`src/sorted_list_insert_delete_defines.svh`:
```
// assertion macros for the sorted list block
// no dependencies; included by files that carry assertions
`ifndef SORTED_LIST_INSERT_DELETE_DEFINES_SVH
`define SORTED_LIST_INSERT_DELETE_DEFINES_SVH

// same-cycle implication, checked on every clk edge outside reset
`define SLI_ASSERT_IMPL(lbl, ante, cons, msg) \
    lbl: assert property (@(posedge clk) disable iff (!rst_n) (ante) |-> (cons)) \
        else $error(msg);

// next-cycle implication, checked on every clk edge outside reset
`define SLI_ASSERT_NEXT(lbl, ante, cons, msg) \
    lbl: assert property (@(posedge clk) disable iff (!rst_n) (ante) |=> (cons)) \
        else $error(msg);

`endif

```
`src/sli_pkg.sv`:
```
// shared types and constants for the sorted list block
// no dependencies; used by sli_cell and sorted_list_insert_delete
package sli_pkg;

    localparam int LIST_DEPTH_DEF = 16;
    localparam int VALUE_W        = 32;

    typedef enum logic [1:0] {
        OP_INSERT = 2'd0,
        OP_DELETE = 2'd1,
        OP_READ   = 2'd2
    } sli_opcode_t;

    typedef enum logic [1:0] {
        STATUS_OK        = 2'd0,
        STATUS_FULL      = 2'd1,
        STATUS_NOT_FOUND = 2'd2,
        STATUS_EMPTY     = 2'd3
    } sli_status_t;

    typedef enum logic [1:0] {
        S_IDLE,
        S_EXEC,
        S_STREAM
    } sli_state_t;

    // what every cell of the row does in a cycle
    typedef enum logic [1:0] {
        CELL_HOLD,
        CELL_INSERT,
        CELL_DELETE,
        CELL_ROTATE
    } sli_cell_op_t;

    typedef struct packed {
        sli_cell_op_t               op;
        logic signed [VALUE_W-1:0]  operand;
    } sli_cell_ctrl_t;

    typedef struct packed {
        logic [1:0]                 opcode;
        logic signed [VALUE_W-1:0]  operand_value;
    } sli_req_t;

    typedef struct packed {
        logic [1:0]                 status;
        logic signed [VALUE_W-1:0]  out_value;
        logic                       last;
    } sli_rsp_t;

endpackage

```
`src/sli_cell.sv`:
```
// one storage cell of the sorted row: compare against the operand and shift
// depends on sli_pkg
module sli_cell (
    input  logic                                clk,
    input  sli_pkg::sli_cell_ctrl_t             ctrl,
    input  logic                                occupied,
    input  logic                                is_tail,
    input  logic                                left_lt,
    input  logic signed [sli_pkg::VALUE_W-1:0]  left_value,
    input  logic signed [sli_pkg::VALUE_W-1:0]  right_value,
    input  logic signed [sli_pkg::VALUE_W-1:0]  head_value,
    output logic                                lt,
    output logic                                eq,
    output logic signed [sli_pkg::VALUE_W-1:0]  value
);

    logic signed [sli_pkg::VALUE_W-1:0] value_reg;
    logic signed [sli_pkg::VALUE_W-1:0] value_next;

    assign lt    = occupied && ($signed(value_reg) < $signed(ctrl.operand));
    assign eq    = occupied && (value_reg == ctrl.operand);
    assign value = value_reg;

    always_comb
    begin
        value_next = value_reg;
        case (ctrl.op)
            sli_pkg::CELL_INSERT:
            begin
                // first cell not below the operand takes it, later ones move right
                if (!lt)
                begin
                    value_next = left_lt ? ctrl.operand : left_value;
                end
            end
            sli_pkg::CELL_DELETE:
            begin
                if (!lt)
                begin
                    value_next = right_value;
                end
            end
            sli_pkg::CELL_ROTATE:
            begin
                value_next = is_tail ? head_value : right_value;
            end
            default:
            begin
                value_next = value_reg;
            end
        endcase
    end

    always_ff @(posedge clk)
    begin
        value_reg <= value_next;
    end

endmodule

```
`src/sorted_list_insert_delete.sv`:
```
// top level of the sorted list block: control sequencer and the row of cells
// depends on sli_pkg, sli_cell and sorted_list_insert_delete_defines.svh
`include "sorted_list_insert_delete_defines.svh"

// Sorted list of up to LIST_DEPTH signed 32-bit values kept in ascending order
// in a row of compare-and-shift cells. A request transaction on req carries an
// opcode and an operand: insert places the operand ahead of the first stored
// value that is not smaller (duplicates allowed), delete removes the first
// stored value equal to the operand, read-out streams every stored value in
// ascending order with last set on the final one. Insert and delete answer
// with one response transaction on rsp (status ok, full, not found or empty,
// out_value zero). Opcode 3 is dropped with no response. One request is in
// flight at a time. Insert and delete are accepted, then every cell compares
// in parallel and the row shifts by one place. A read-out streams from the
// head cell into the single response register as the row rotates left one
// place per cycle while the response register is not stalled. A stalled
// response register holds the row until it drains; the next request may be
// accepted while the last response still waits.
module sorted_list_insert_delete #(
    parameter int LIST_DEPTH = sli_pkg::LIST_DEPTH_DEF
) (
    input  logic               clk,
    input  logic               rst_n,
    input  logic               req_valid,
    output logic               req_stall,
    input  sli_pkg::sli_req_t  req,
    output logic               rsp_valid,
    input  logic               rsp_stall,
    output sli_pkg::sli_rsp_t  rsp
);

    // counter wide enough to hold the depth itself
    localparam int CW = $clog2(LIST_DEPTH + 1);

    sli_pkg::sli_state_t                state_reg;
    sli_pkg::sli_state_t                state_next;
    logic [1:0]                         op_reg;
    logic signed [sli_pkg::VALUE_W-1:0] operand_reg;
    logic [CW-1:0]                      count_reg;
    logic [CW-1:0]                      count_next;
    logic [CW-1:0]                      rem_reg;
    logic [CW-1:0]                      rem_next;
    logic                               rsp_valid_reg;
    logic                               rsp_valid_next;
    sli_pkg::sli_rsp_t                  rsp_reg;
    sli_pkg::sli_rsp_t                  rsp_next;

    sli_pkg::sli_cell_ctrl_t            cell_ctrl;
    logic [LIST_DEPTH-1:0]              lt_vec;
    logic [LIST_DEPTH-1:0]              eq_vec;
    logic [LIST_DEPTH-1:0]              occ_vec;
    logic [LIST_DEPTH-1:0]              tail_vec;
    logic signed [sli_pkg::VALUE_W-1:0] value_vec [LIST_DEPTH];

    logic                               slot_free;
    logic                               list_full;
    logic                               list_empty;
    logic                               found;

    // response register can take a new transaction this cycle
    assign slot_free  = !rsp_valid_reg || !rsp_stall;
    assign list_full  = (count_reg == CW'(LIST_DEPTH));
    assign list_empty = (count_reg == '0);
    // entries are sorted, so any match means the first value not below it matches
    assign found      = |eq_vec;

    assign req_stall  = (state_reg != sli_pkg::S_IDLE);
    assign rsp_valid  = rsp_valid_reg;
    assign rsp        = rsp_reg;

    // row of cells: each cell sees its neighbors and the head for wraparound
    for (genvar i = 0; i < LIST_DEPTH; i++)
    begin : g_cell
        logic                               left_lt;
        logic signed [sli_pkg::VALUE_W-1:0] left_value;
        logic signed [sli_pkg::VALUE_W-1:0] right_value;

        assign occ_vec[i]  = (CW'(i) < count_reg);
        assign tail_vec[i] = (CW'(i + 1) == count_reg);

        if (i == 0)
        begin : g_first
            assign left_lt    = 1'b1;
            assign left_value = cell_ctrl.operand;
        end
        else
        begin : g_inner
            assign left_lt    = lt_vec[i-1];
            assign left_value = value_vec[i-1];
        end

        if (i == LIST_DEPTH - 1)
        begin : g_end
            assign right_value = value_vec[i];
        end
        else
        begin : g_mid
            assign right_value = value_vec[i+1];
        end

        sli_cell u_cell (
            .clk         (clk),
            .ctrl        (cell_ctrl),
            .occupied    (occ_vec[i]),
            .is_tail     (tail_vec[i]),
            .left_lt     (left_lt),
            .left_value  (left_value),
            .right_value (right_value),
            .head_value  (value_vec[0]),
            .lt          (lt_vec[i]),
            .eq          (eq_vec[i]),
            .value       (value_vec[i])
        );
    end

    // next state
    always_comb
    begin
        state_next = state_reg;
        case (state_reg)
            sli_pkg::S_IDLE:
            begin
                if (req_valid)
                begin
                    state_next = sli_pkg::S_EXEC;
                end
            end
            sli_pkg::S_EXEC:
            begin
                if (op_reg == sli_pkg::OP_READ)
                begin
                    if (slot_free)
                    begin
                        if (count_reg > CW'(1))
                        begin
                            state_next = sli_pkg::S_STREAM;
                        end
                        else
                        begin
                            state_next = sli_pkg::S_IDLE;
                        end
                    end
                end
                else if (op_reg == sli_pkg::OP_INSERT || op_reg == sli_pkg::OP_DELETE)
                begin
                    if (slot_free)
                    begin
                        state_next = sli_pkg::S_IDLE;
                    end
                end
                else
                begin
                    // unused opcode, nothing to answer
                    state_next = sli_pkg::S_IDLE;
                end
            end
            sli_pkg::S_STREAM:
            begin
                if (slot_free && rem_reg == CW'(1))
                begin
                    state_next = sli_pkg::S_IDLE;
                end
            end
            default:
            begin
                state_next = sli_pkg::S_IDLE;
            end
        endcase
    end

    // datapath control and response
    always_comb
    begin
        cell_ctrl.op      = sli_pkg::CELL_HOLD;
        cell_ctrl.operand = operand_reg;
        count_next        = count_reg;
        rem_next          = rem_reg;
        rsp_valid_next    = rsp_valid_reg && rsp_stall;
        rsp_next          = rsp_reg;
        case (state_reg)
            sli_pkg::S_EXEC:
            begin
                if (slot_free)
                begin
                    rsp_next.out_value = '0;
                    rsp_next.last      = 1'b1;
                    case (op_reg)
                        sli_pkg::OP_INSERT:
                        begin
                            rsp_valid_next = 1'b1;
                            if (list_full)
                            begin
                                rsp_next.status = sli_pkg::STATUS_FULL;
                            end
                            else
                            begin
                                rsp_next.status = sli_pkg::STATUS_OK;
                                cell_ctrl.op    = sli_pkg::CELL_INSERT;
                                count_next      = count_reg + CW'(1);
                            end
                        end
                        sli_pkg::OP_DELETE:
                        begin
                            rsp_valid_next = 1'b1;
                            if (list_empty)
                            begin
                                rsp_next.status = sli_pkg::STATUS_EMPTY;
                            end
                            else if (!found)
                            begin
                                rsp_next.status = sli_pkg::STATUS_NOT_FOUND;
                            end
                            else
                            begin
                                rsp_next.status = sli_pkg::STATUS_OK;
                                cell_ctrl.op    = sli_pkg::CELL_DELETE;
                                count_next      = count_reg - CW'(1);
                            end
                        end
                        sli_pkg::OP_READ:
                        begin
                            rsp_valid_next = 1'b1;
                            if (list_empty)
                            begin
                                rsp_next.status = sli_pkg::STATUS_EMPTY;
                            end
                            else
                            begin
                                // first value leaves from the head, row turns one place
                                rsp_next.status    = sli_pkg::STATUS_OK;
                                rsp_next.out_value = value_vec[0];
                                rsp_next.last      = (count_reg == CW'(1));
                                cell_ctrl.op       = sli_pkg::CELL_ROTATE;
                                rem_next           = count_reg - CW'(1);
                            end
                        end
                        default:
                        begin
                            rsp_valid_next = rsp_valid_reg && rsp_stall;
                        end
                    endcase
                end
            end
            sli_pkg::S_STREAM:
            begin
                if (slot_free)
                begin
                    rsp_valid_next     = 1'b1;
                    rsp_next.status    = sli_pkg::STATUS_OK;
                    rsp_next.out_value = value_vec[0];
                    rsp_next.last      = (rem_reg == CW'(1));
                    cell_ctrl.op       = sli_pkg::CELL_ROTATE;
                    rem_next           = rem_reg - CW'(1);
                end
            end
            default:
            begin
                cell_ctrl.op = sli_pkg::CELL_HOLD;
            end
        endcase
    end

    always_ff @(posedge clk or negedge rst_n)
    begin
        if (!rst_n)
        begin
            state_reg     <= sli_pkg::S_IDLE;
            count_reg     <= '0;
            rem_reg       <= '0;
            rsp_valid_reg <= 1'b0;
        end
        else
        begin
            state_reg     <= state_next;
            count_reg     <= count_next;
            rem_reg       <= rem_next;
            rsp_valid_reg <= rsp_valid_next;
        end
    end

    // payload registers
    always_ff @(posedge clk)
    begin
        if (state_reg == sli_pkg::S_IDLE && req_valid)
        begin
            op_reg      <= req.opcode;
            operand_reg <= req.operand_value;
        end
        rsp_reg <= rsp_next;
    end

    // the fill count never passes the row length
    `SLI_ASSERT_IMPL(a_count_range, 1'b1, count_reg <= CW'(LIST_DEPTH),
        "count exceeds depth")

    // a committed insert grows the list by exactly one
    `SLI_ASSERT_NEXT(a_insert_grows,
        state_reg == sli_pkg::S_EXEC && slot_free
            && op_reg == sli_pkg::OP_INSERT && !list_full,
        count_reg == $past(count_reg) + CW'(1),
        "insert did not grow list")

    // streaming only happens over a non-empty list with values left to send
    `SLI_ASSERT_IMPL(a_stream_nonempty, state_reg == sli_pkg::S_STREAM,
        count_reg != '0 && rem_reg != '0 && rem_reg < count_reg,
        "stream state with bad count")

    // the final streamed value is marked last and frees the block
    `SLI_ASSERT_NEXT(a_stream_last,
        state_reg == sli_pkg::S_STREAM && slot_free && rem_reg == CW'(1),
        state_reg == sli_pkg::S_IDLE && rsp_valid_reg && rsp_reg.last,
        "stream end not marked last")

endmodule
```
`config.mk`:
```
export PLATFORM = sky130hd
export DESIGN_NAME = sorted_list_insert_delete
export DESIGN_NICKNAME = d
export VERILOG_FILES = /design/src/sli_pkg.sv /design/src/sli_cell.sv /design/src/sorted_list_insert_delete.sv
export VERILOG_INCLUDE_DIRS = /design/src /design/src/src
export SDC_FILE = /design/constraint.sdc
export NUM_CORES = 2
export LEC_CHECK = 0
export BUFFER_PORTS_ARGS = -buffer_cell sky130_fd_sc_hd__clkbuf_2
export CORE_MARGIN = 1.5
export CORE_UTILIZATION = 59
export DETAILED_ROUTE_END_ITERATION = 10
export PLACE_DENSITY = 0.77
export SLEW_MARGIN = 25
export SYNTH_ARGS = -nofsm -noshare
export SYNTH_HDL_FRONTEND = slang
export SYNTH_SLANG_ARGS = --single-unit
```
`constraint.sdc`:
```
create_clock -name clk -period 5.7 [get_ports clk]
set_clock_uncertainty 0.15 [all_clocks]
set_input_delay 1.14 -clock clk [delete_from_list [all_inputs] [get_ports clk]]
set_output_delay 1.14 -clock clk [all_outputs]
set_load 0.1 [all_outputs]
```
# --- After elaboration in Yosys (flattened, before gate mapping) ---
# Index checks and enable logic that the tools add are counted.
word_totals:
  register_bits: 594
  input_bits: 38
  out_inout_bits: 37
  elab_cells: 335
classes:
  add_sub_neg: 3
  order_cmp: 33
  eq_ne: 87
  n_mux: 117
  n_reduce_logical: 70
ops:
  columns: ["operator", "count"]
  rows:
  - ["$mux W32", 62]
  - ["$pmux W32 S3", 15]
  - ["$eq A32 B32 Y1", 16]
  - ["$lt A32 B32 Y1", 16]
  - ["$ne A2 B2 Y1 const B", 41]
  - ["$mux W35", 2]
  - ["$pmux W35 S2", 1]
  - ["$mux W33", 2]
  - ["$pmux W32 S2", 1]
  - ["$reduce_and A3 Y1", 16]
  - ["$eq A4 B5 Y1 const A", 8]
  - ["$lt A4 B5 Y1 const A", 8]
  - ["$logic_and A1 B1 Y1", 35]
  - ["$mux W5", 7]
  - ["$mux W2", 15]
  - ["$eq A3 B5 Y1 const A", 4]
  - ["$lt A3 B5 Y1 const A", 4]
  - ["$pmux W5 S2", 2]
  - ["$pmux W2 S3", 3]
  - ["$reduce_or A16 Y1", 1]
  - ["$reduce_and A4 Y1", 3]
  - ["$eq A2 B5 Y1 const A", 2]
  - ["$eq A5 B1 Y1 const B", 2]
  - ["$lt A1 B5 Y1 const A", 2]
  - ["24 further kinds", 42]

# --- Depth between registers and ports, before layout ---
logic_depth:
  word_depth: 11
  ltp_mapped: 16

# --- Modules after synthesis ---
# A second synthesis with hierarchy kept.
unflattened:
  cells_unflattened: 5151
  area_unflattened_um2: 49713.9
modules_own_cells:
  columns: ["module", "n_inst", "cells_per_inst", "area_each_um2", "seq_area_each_um2"]
  rows:
  - ["sli_cell at g_cell[0].u_cell ...", 14, 303, 2872.8, 960.9]
  - ["sorted_list_insert_delete", 1, 305, 3784.9, 2397.3]
  - ["sli_cell at g_cell[9].u_cell", 1, 301, 2860.2, 960.9]
  - ["sli_cell at g_cell[14].u_cell", 1, 303, 2850.2, 960.9]

# --- Worst setup path before layout ---
# OpenSTA, ideal clock, no wires.
synth_path:
  path_type: "reg-to-reg"
  from: "register operand_reg, in the netlist g_cell[0].left_value[31]"
  to: "register g_cell[0].u_cell.value_reg, in the netlist g_cell[0].u_cell.value[0] (enable)"
  arrival_ns: 5.655
  path_slack_ns: -0.586
  stages_incl_launch_ff: 13
  n_path_buf: 2
  period_less_slack_ns: 6.286
  cell_sequence: "edfxtp_1 -> inv_1 -> ha_1 -> nand4_1 -> or3_1 -> or4_1 -> o2111ai_2 -> nor4_4 -> o31ai_4 -> buf_4 -> buf_2 -> nor2_1 -> a311oi_1"
synth_between:
  elab_chain_cells: 11
  word_cells_on_any_way: 48
  cone_classes: "order compare: 1; eq/ne: 22; mux: 5; reduce/logical: 20"
synth_rtl:
  columns: ["item", "line_no", "text"]
  rows:
  - ["from (decl)", "sorted_list_insert_delete.sv:38", "logic signed [sli_pkg::VALUE_W-1:0] operand_reg;"]
  - ["from (signal assigned)", "sorted_list_insert_delete.sv:287", "operand_reg <= req.operand_value;"]
  - ["$eq A32 B32 Y1", "sli_cell.sv:21", "assign eq = occupied && (value_reg == ctrl.operand);"]
  - ["$logic_and A1 B1 Y1", "sli_cell.sv:21", null]
  - ["$reduce_or A16 Y1", "sorted_list_insert_delete.sv:65", "assign found = |eq_vec;"]
  - ["$mux W2", "sorted_list_insert_delete.sv:209", "else if (!found)"]
  - ["$mux W2", "sorted_list_insert_delete.sv:205", "if (list_empty)"]
  - ["$pmux W2 S3", "sorted_list_insert_delete.sv:187", "case (op_reg)"]
  - ["$mux W2", "sorted_list_insert_delete.sv:183", "if (slot_free)"]
  - ["$pmux W2 S2", "sorted_list_insert_delete.sv:180", "case (state_reg)"]
  - ["$eq A2 B2 Y1 or $eq A2 B1 Y1 (tied branches)", "sli_cell.sv:27", "case (ctrl.op)"]
  - ["$ne A2 B2 Y1 (no source line) or $reduce_bool A3 Y1 (tied branches)", null, null]
  - ["$reduce_and A4 Y1 (no source line) (*)", null, null]
  - ["to (signal assigned)", "sli_cell.sv:56", "value_reg <= value_next;"]
  - ["to (decl)", "sli_cell.sv:17", "logic signed [sli_pkg::VALUE_W-1:0] value_reg;"]
# Mark *: on every way between the ends. The rest lies on a longest branch, timed or not.
# A chain may end at the register's enable or synchronous reset.

# --- Worst setup path in the final report ---
layout_path:
  from: "register operand_reg, in the netlist g_cell[0].left_value[4]"
  to: "register g_cell[7].u_cell.value_reg, in the netlist g_cell[7].u_cell.value[19] (data pin)"
layout_between:
  elab_chain_cells: 10
  word_cells_on_any_way: 46
  cone_classes: "order compare: 1; eq/ne: 19; mux: 8; reduce/logical: 18"
layout_rtl:
  columns: ["item", "line_no", "text"]
  rows:
  - ["$eq A32 B32 Y1", "sli_cell.sv:21", null]
  - ["$logic_and A1 B1 Y1", "sli_cell.sv:21", null]
  - ["$reduce_or A16 Y1", "sorted_list_insert_delete.sv:65", null]
  - ["$mux W2", "sorted_list_insert_delete.sv:209", null]
  - ["$mux W2", "sorted_list_insert_delete.sv:205", null]
  - ["$pmux W2 S3", "sorted_list_insert_delete.sv:187", null]
  - ["$mux W2", "sorted_list_insert_delete.sv:183", null]
  - ["$pmux W2 S2", "sorted_list_insert_delete.sv:180", null]
  - ["$eq A2 B2 Y1 or $eq A2 B1 Y1 (tied branches)", "sli_cell.sv:27", null]
  - ["$pmux W32 S3 (*)", "sli_cell.sv:27", null]
  - ["net g_cell[7].u_cell.value_next, one bit", "sli_cell.sv:18", "logic signed [sli_pkg::VALUE_W-1:0] value_next;"]
  - ["to (signal assigned)", "sli_cell.sv:56", null]
  - ["to (decl)", "sli_cell.sv:17", null]
# The timed path passes the listed nets; every way through them passes the cells marked *. The select of a mux whose other input is x is not followed.

==> metrics.md <==
| Metric | Value |
|---|---|
| Synth Area in Adders | 0.150 |
| CTS tree | built |
| Run status | finished, violations left |
| CP endpoint kind | flop |
| First drt pass iteration count | 11 |
| Synth Register Bits | 594 |
| Clock-pin slew on the worst setup and hold paths | 0.06 ns |
| Most frequent cells in the layout | 581 x edfxtp_1, 525 x ha_1, 448 x nand2_1 |
| Worst hold margin | 0.269 ns |
| Routed WL per cell | 33.8 microns |
| Synth warn | 0 |
| Final critical-path share of the clock period | 0.998 |
| First-pass GRT wire length | 256,000 microns |
| Initial antenna violation count | 3 |
| Clock latency on the worst-skew pair | 0.63 ns |
| Worst R2R Start | g_cell[0].left_value[4] |
| Root Buffer | clkbuf_16 |
| Worst endpoint required time | 5.90 ns |
| Fmax | 176 MHz |
| Pins Over Slew Limit | 0 |
| # setup viols final | 0 |
| GR Overflow Total | 0 |
| Final min period | 5.69 ns |
| Mapped cell area | 0.0438 sq mm |
| Hold Vio Cnt, Final | 0 |
| Post-layout util | 0.672 |
| Syn nets | 4,777 |
| # IOs | 75 |
| Post-CTS Resized | 0 |
| CTS max path bufs | 3 |
| Hold-fix buffers, CTS | 0 |
| Hold Path Class | primary input to async pin |
| Post-Synth Simple-Gate Area | 0.118 |
| DR vias/cell | 7.58 |
| Die area | 0.0758 sq mm |
| Placed wire-length estimate | 124,000 microns |
| Post-synthesis cell count | 4,213 |
| Starting Density | 0.598 |
| Slew @ Worst Pin | 1.25 ns |
| Layout overhead on the synthesized area | 12.5% |
| Share of layout cells above drive strength 1 | 0.116 |
| Setup Buffers After CTS | 0 |
| Post-synthesis compound-gate area fraction | 0.186 |
| RSZ-0062 raised after global routing | no |
| XOR/XNOR share of the synthesized area | 0.00140 |
| Largest family of logic cells by synthesized area | compound AO/OA/AOI/OAI gates |
| Die W | 275 microns |
| Kind of critical path | flop to flop |
| Critical path launch point | g_cell[0].left_value[4] |
| Initial detailed-routing violation count | 7,640 |
| Antenna Nets Post-Route | 0 |
| Leakage power | 0.0193 uW |
| Core area | 0.0732 sq mm |
| Top_reg_cell synth | edfxtp_1 |
| Post-synth top area cell | edfxtp_1 |
| Max FFs per register | 512 |
| Total track usage | 0.466 |
| Failing checks | DRC |
| Slew margin rel. | 0.156 |
| Crit path DAT | 5.89 ns |
| Pwr Density | 612 mW/mm^2 |
| CTS buffer count | 71 |
| Worst setup SP type | flop |
| Maximum VDD drop | 660 uV |
| Register area share after synthesis | 0.406 |
| Ys async rst share | 0.0219 |
| EDFF count, synth | 581 |
| Depth of the CTS H-tree | 3 |
| Vias in the first global route | 38,000 |
| Most common cell after layout, fill and taps aside | edfxtp_1 |
| Synth Area per Inst | 10.4 sq um |
| RD Place Congestion | 1.16 |
| Setup Total Neg Slack | 0 ns |
| DRC violations left | 4 |
| Nets | 4,875 |
| Crit path max fanout | 26 |
| Vias | 40,400 |
| Top cell type's share of synthesized area | 0.399 |
| Port Buf Inserts | 74 |
| MaxCap Viol Count | 0 |
| Routed WL | 180,000 microns |
| Synth top area cells | edfxtp_1 40%, ha_1 15%, mux2i_1 9.8%, nand2_1 3.9%, a21oi_1 2.9% |
| Post-synthesis mux area share | 0.0987 |
| Largest net degree at the start of global routing | 98 |
| Unique cell type count in the Yosys netlist | 81 |
| CTS Sinks | 594 |
| FP Rows | 99 |
| Die Ht | 275 microns |
-- synthesized netlist by cell type (all sizes together), types with 7 or more instances --
| master | count |
|---|---|
| buf | 114 |
| a21oi | 254 |
| nor3 | 19 |
| a221o | 65 |
| dfrtp | 13 |
| o211ai | 90 |
| mux2i | 427 |
| nor3b | 7 |
| inv | 73 |
| a211oi | 20 |
| clkbuf | 192 |
| a31oi | 8 |
| and3 | 60 |
| nand2 | 451 |
| and2 | 38 |
| o2111ai | 7 |
| a32oi | 31 |
| a21o | 140 |
| nor4 | 22 |
| o221ai | 97 |
| nand2b | 12 |
| or3 | 7 |
| ha | 526 |
| and4 | 7 |
| o31ai | 9 |
| edfxtp | 581 |
| a22oi | 129 |
| o21a | 23 |
| nand3 | 109 |
| o21ai | 284 |
| nor2b | 58 |
| nor2 | 141 |
| nand4 | 125 |
-- critical path, stage by stage (launching register included) --
cell and delay [ns]:
edfxtp_1 0.67, inv_1 0.57, ha_1 0.49, nand4_1 0.10
nor3_1 0.80, o21ai_0 0.64, a41oi_1 0.66, mux2i_4 0.57
buf_4 0.44, nor2_1 0.08, a21oi_1 0.12, o21ai_0 0.09
-- path summary, 6_finish.rpt --
path	to	depth (start not counted)	slack, ns
worst min-delay path	state_reg[0]	1	0.27
worst max-delay path	g_cell[7].u_cell.value[19]	11	0.01
max in group asynchronous	count_reg[2]	1	4.87
worst max register to register	g_cell[7].u_cell.value[19]	11	0.01
worst min register to register	state_reg[1]	2	0.36
min in group clk	state_reg[1]	2	0.36
-- power by group --
group	internal (uW)	total (uW)	switching (uW)
clock	2590	4570	1970
sequential	7420	8960	1540
combinational	5780	16600	10800
total	15800	30200	14400
-- cell families after synthesis --
family                     after synthesis
AOI/OAI and AO/OA                     1203
and+or+nand+nor                       1073
DFF                                    594
adders and majority gates              526
muxes                                  431
buffers and inverters                  379
xor gates and xnor gates                 7
-- layout make-up --
class / instances / area (sq um)
antenna: 3 / 7.51
clock buffer: 89 / 1980
clock inverter: 35 / 264
fill: 5535 / 24000
inverter: 73 / 274
multi-input combinational: 3240 / 24700
sequential: 594 / 17800
tap: 959 / 1200
timing repair buffer: 331 / 3030
-- through the flow --
step / cell area (sq um) / setup slack, ns / power (uW) / cells
finish: 49200 / 0.0115 / 30200 / 5324
global route: 49200 / 0.213 / 30900 / 5321
CTS: 49200 / 0.525 / 29200 / 5321
detailed placement: 47000 / 0.540 / 24600 / 5197
global placement: 47000 / 0.581 / 24100 / 5196
floorplan: 43800 / 0.291 / 18400 / 4213
-- routing by layer --
metal  track usage  vias to the layer above  routed length, microns
met5        0.0132                        -                     165
met2         0.627                     3908                   69300
met4         0.312                        6                   14700
met3         0.193                      867                   32800
met1         0.607                    19000                   62800
li1              -                    16600                       -
Power figures use the tool's default switching activity.
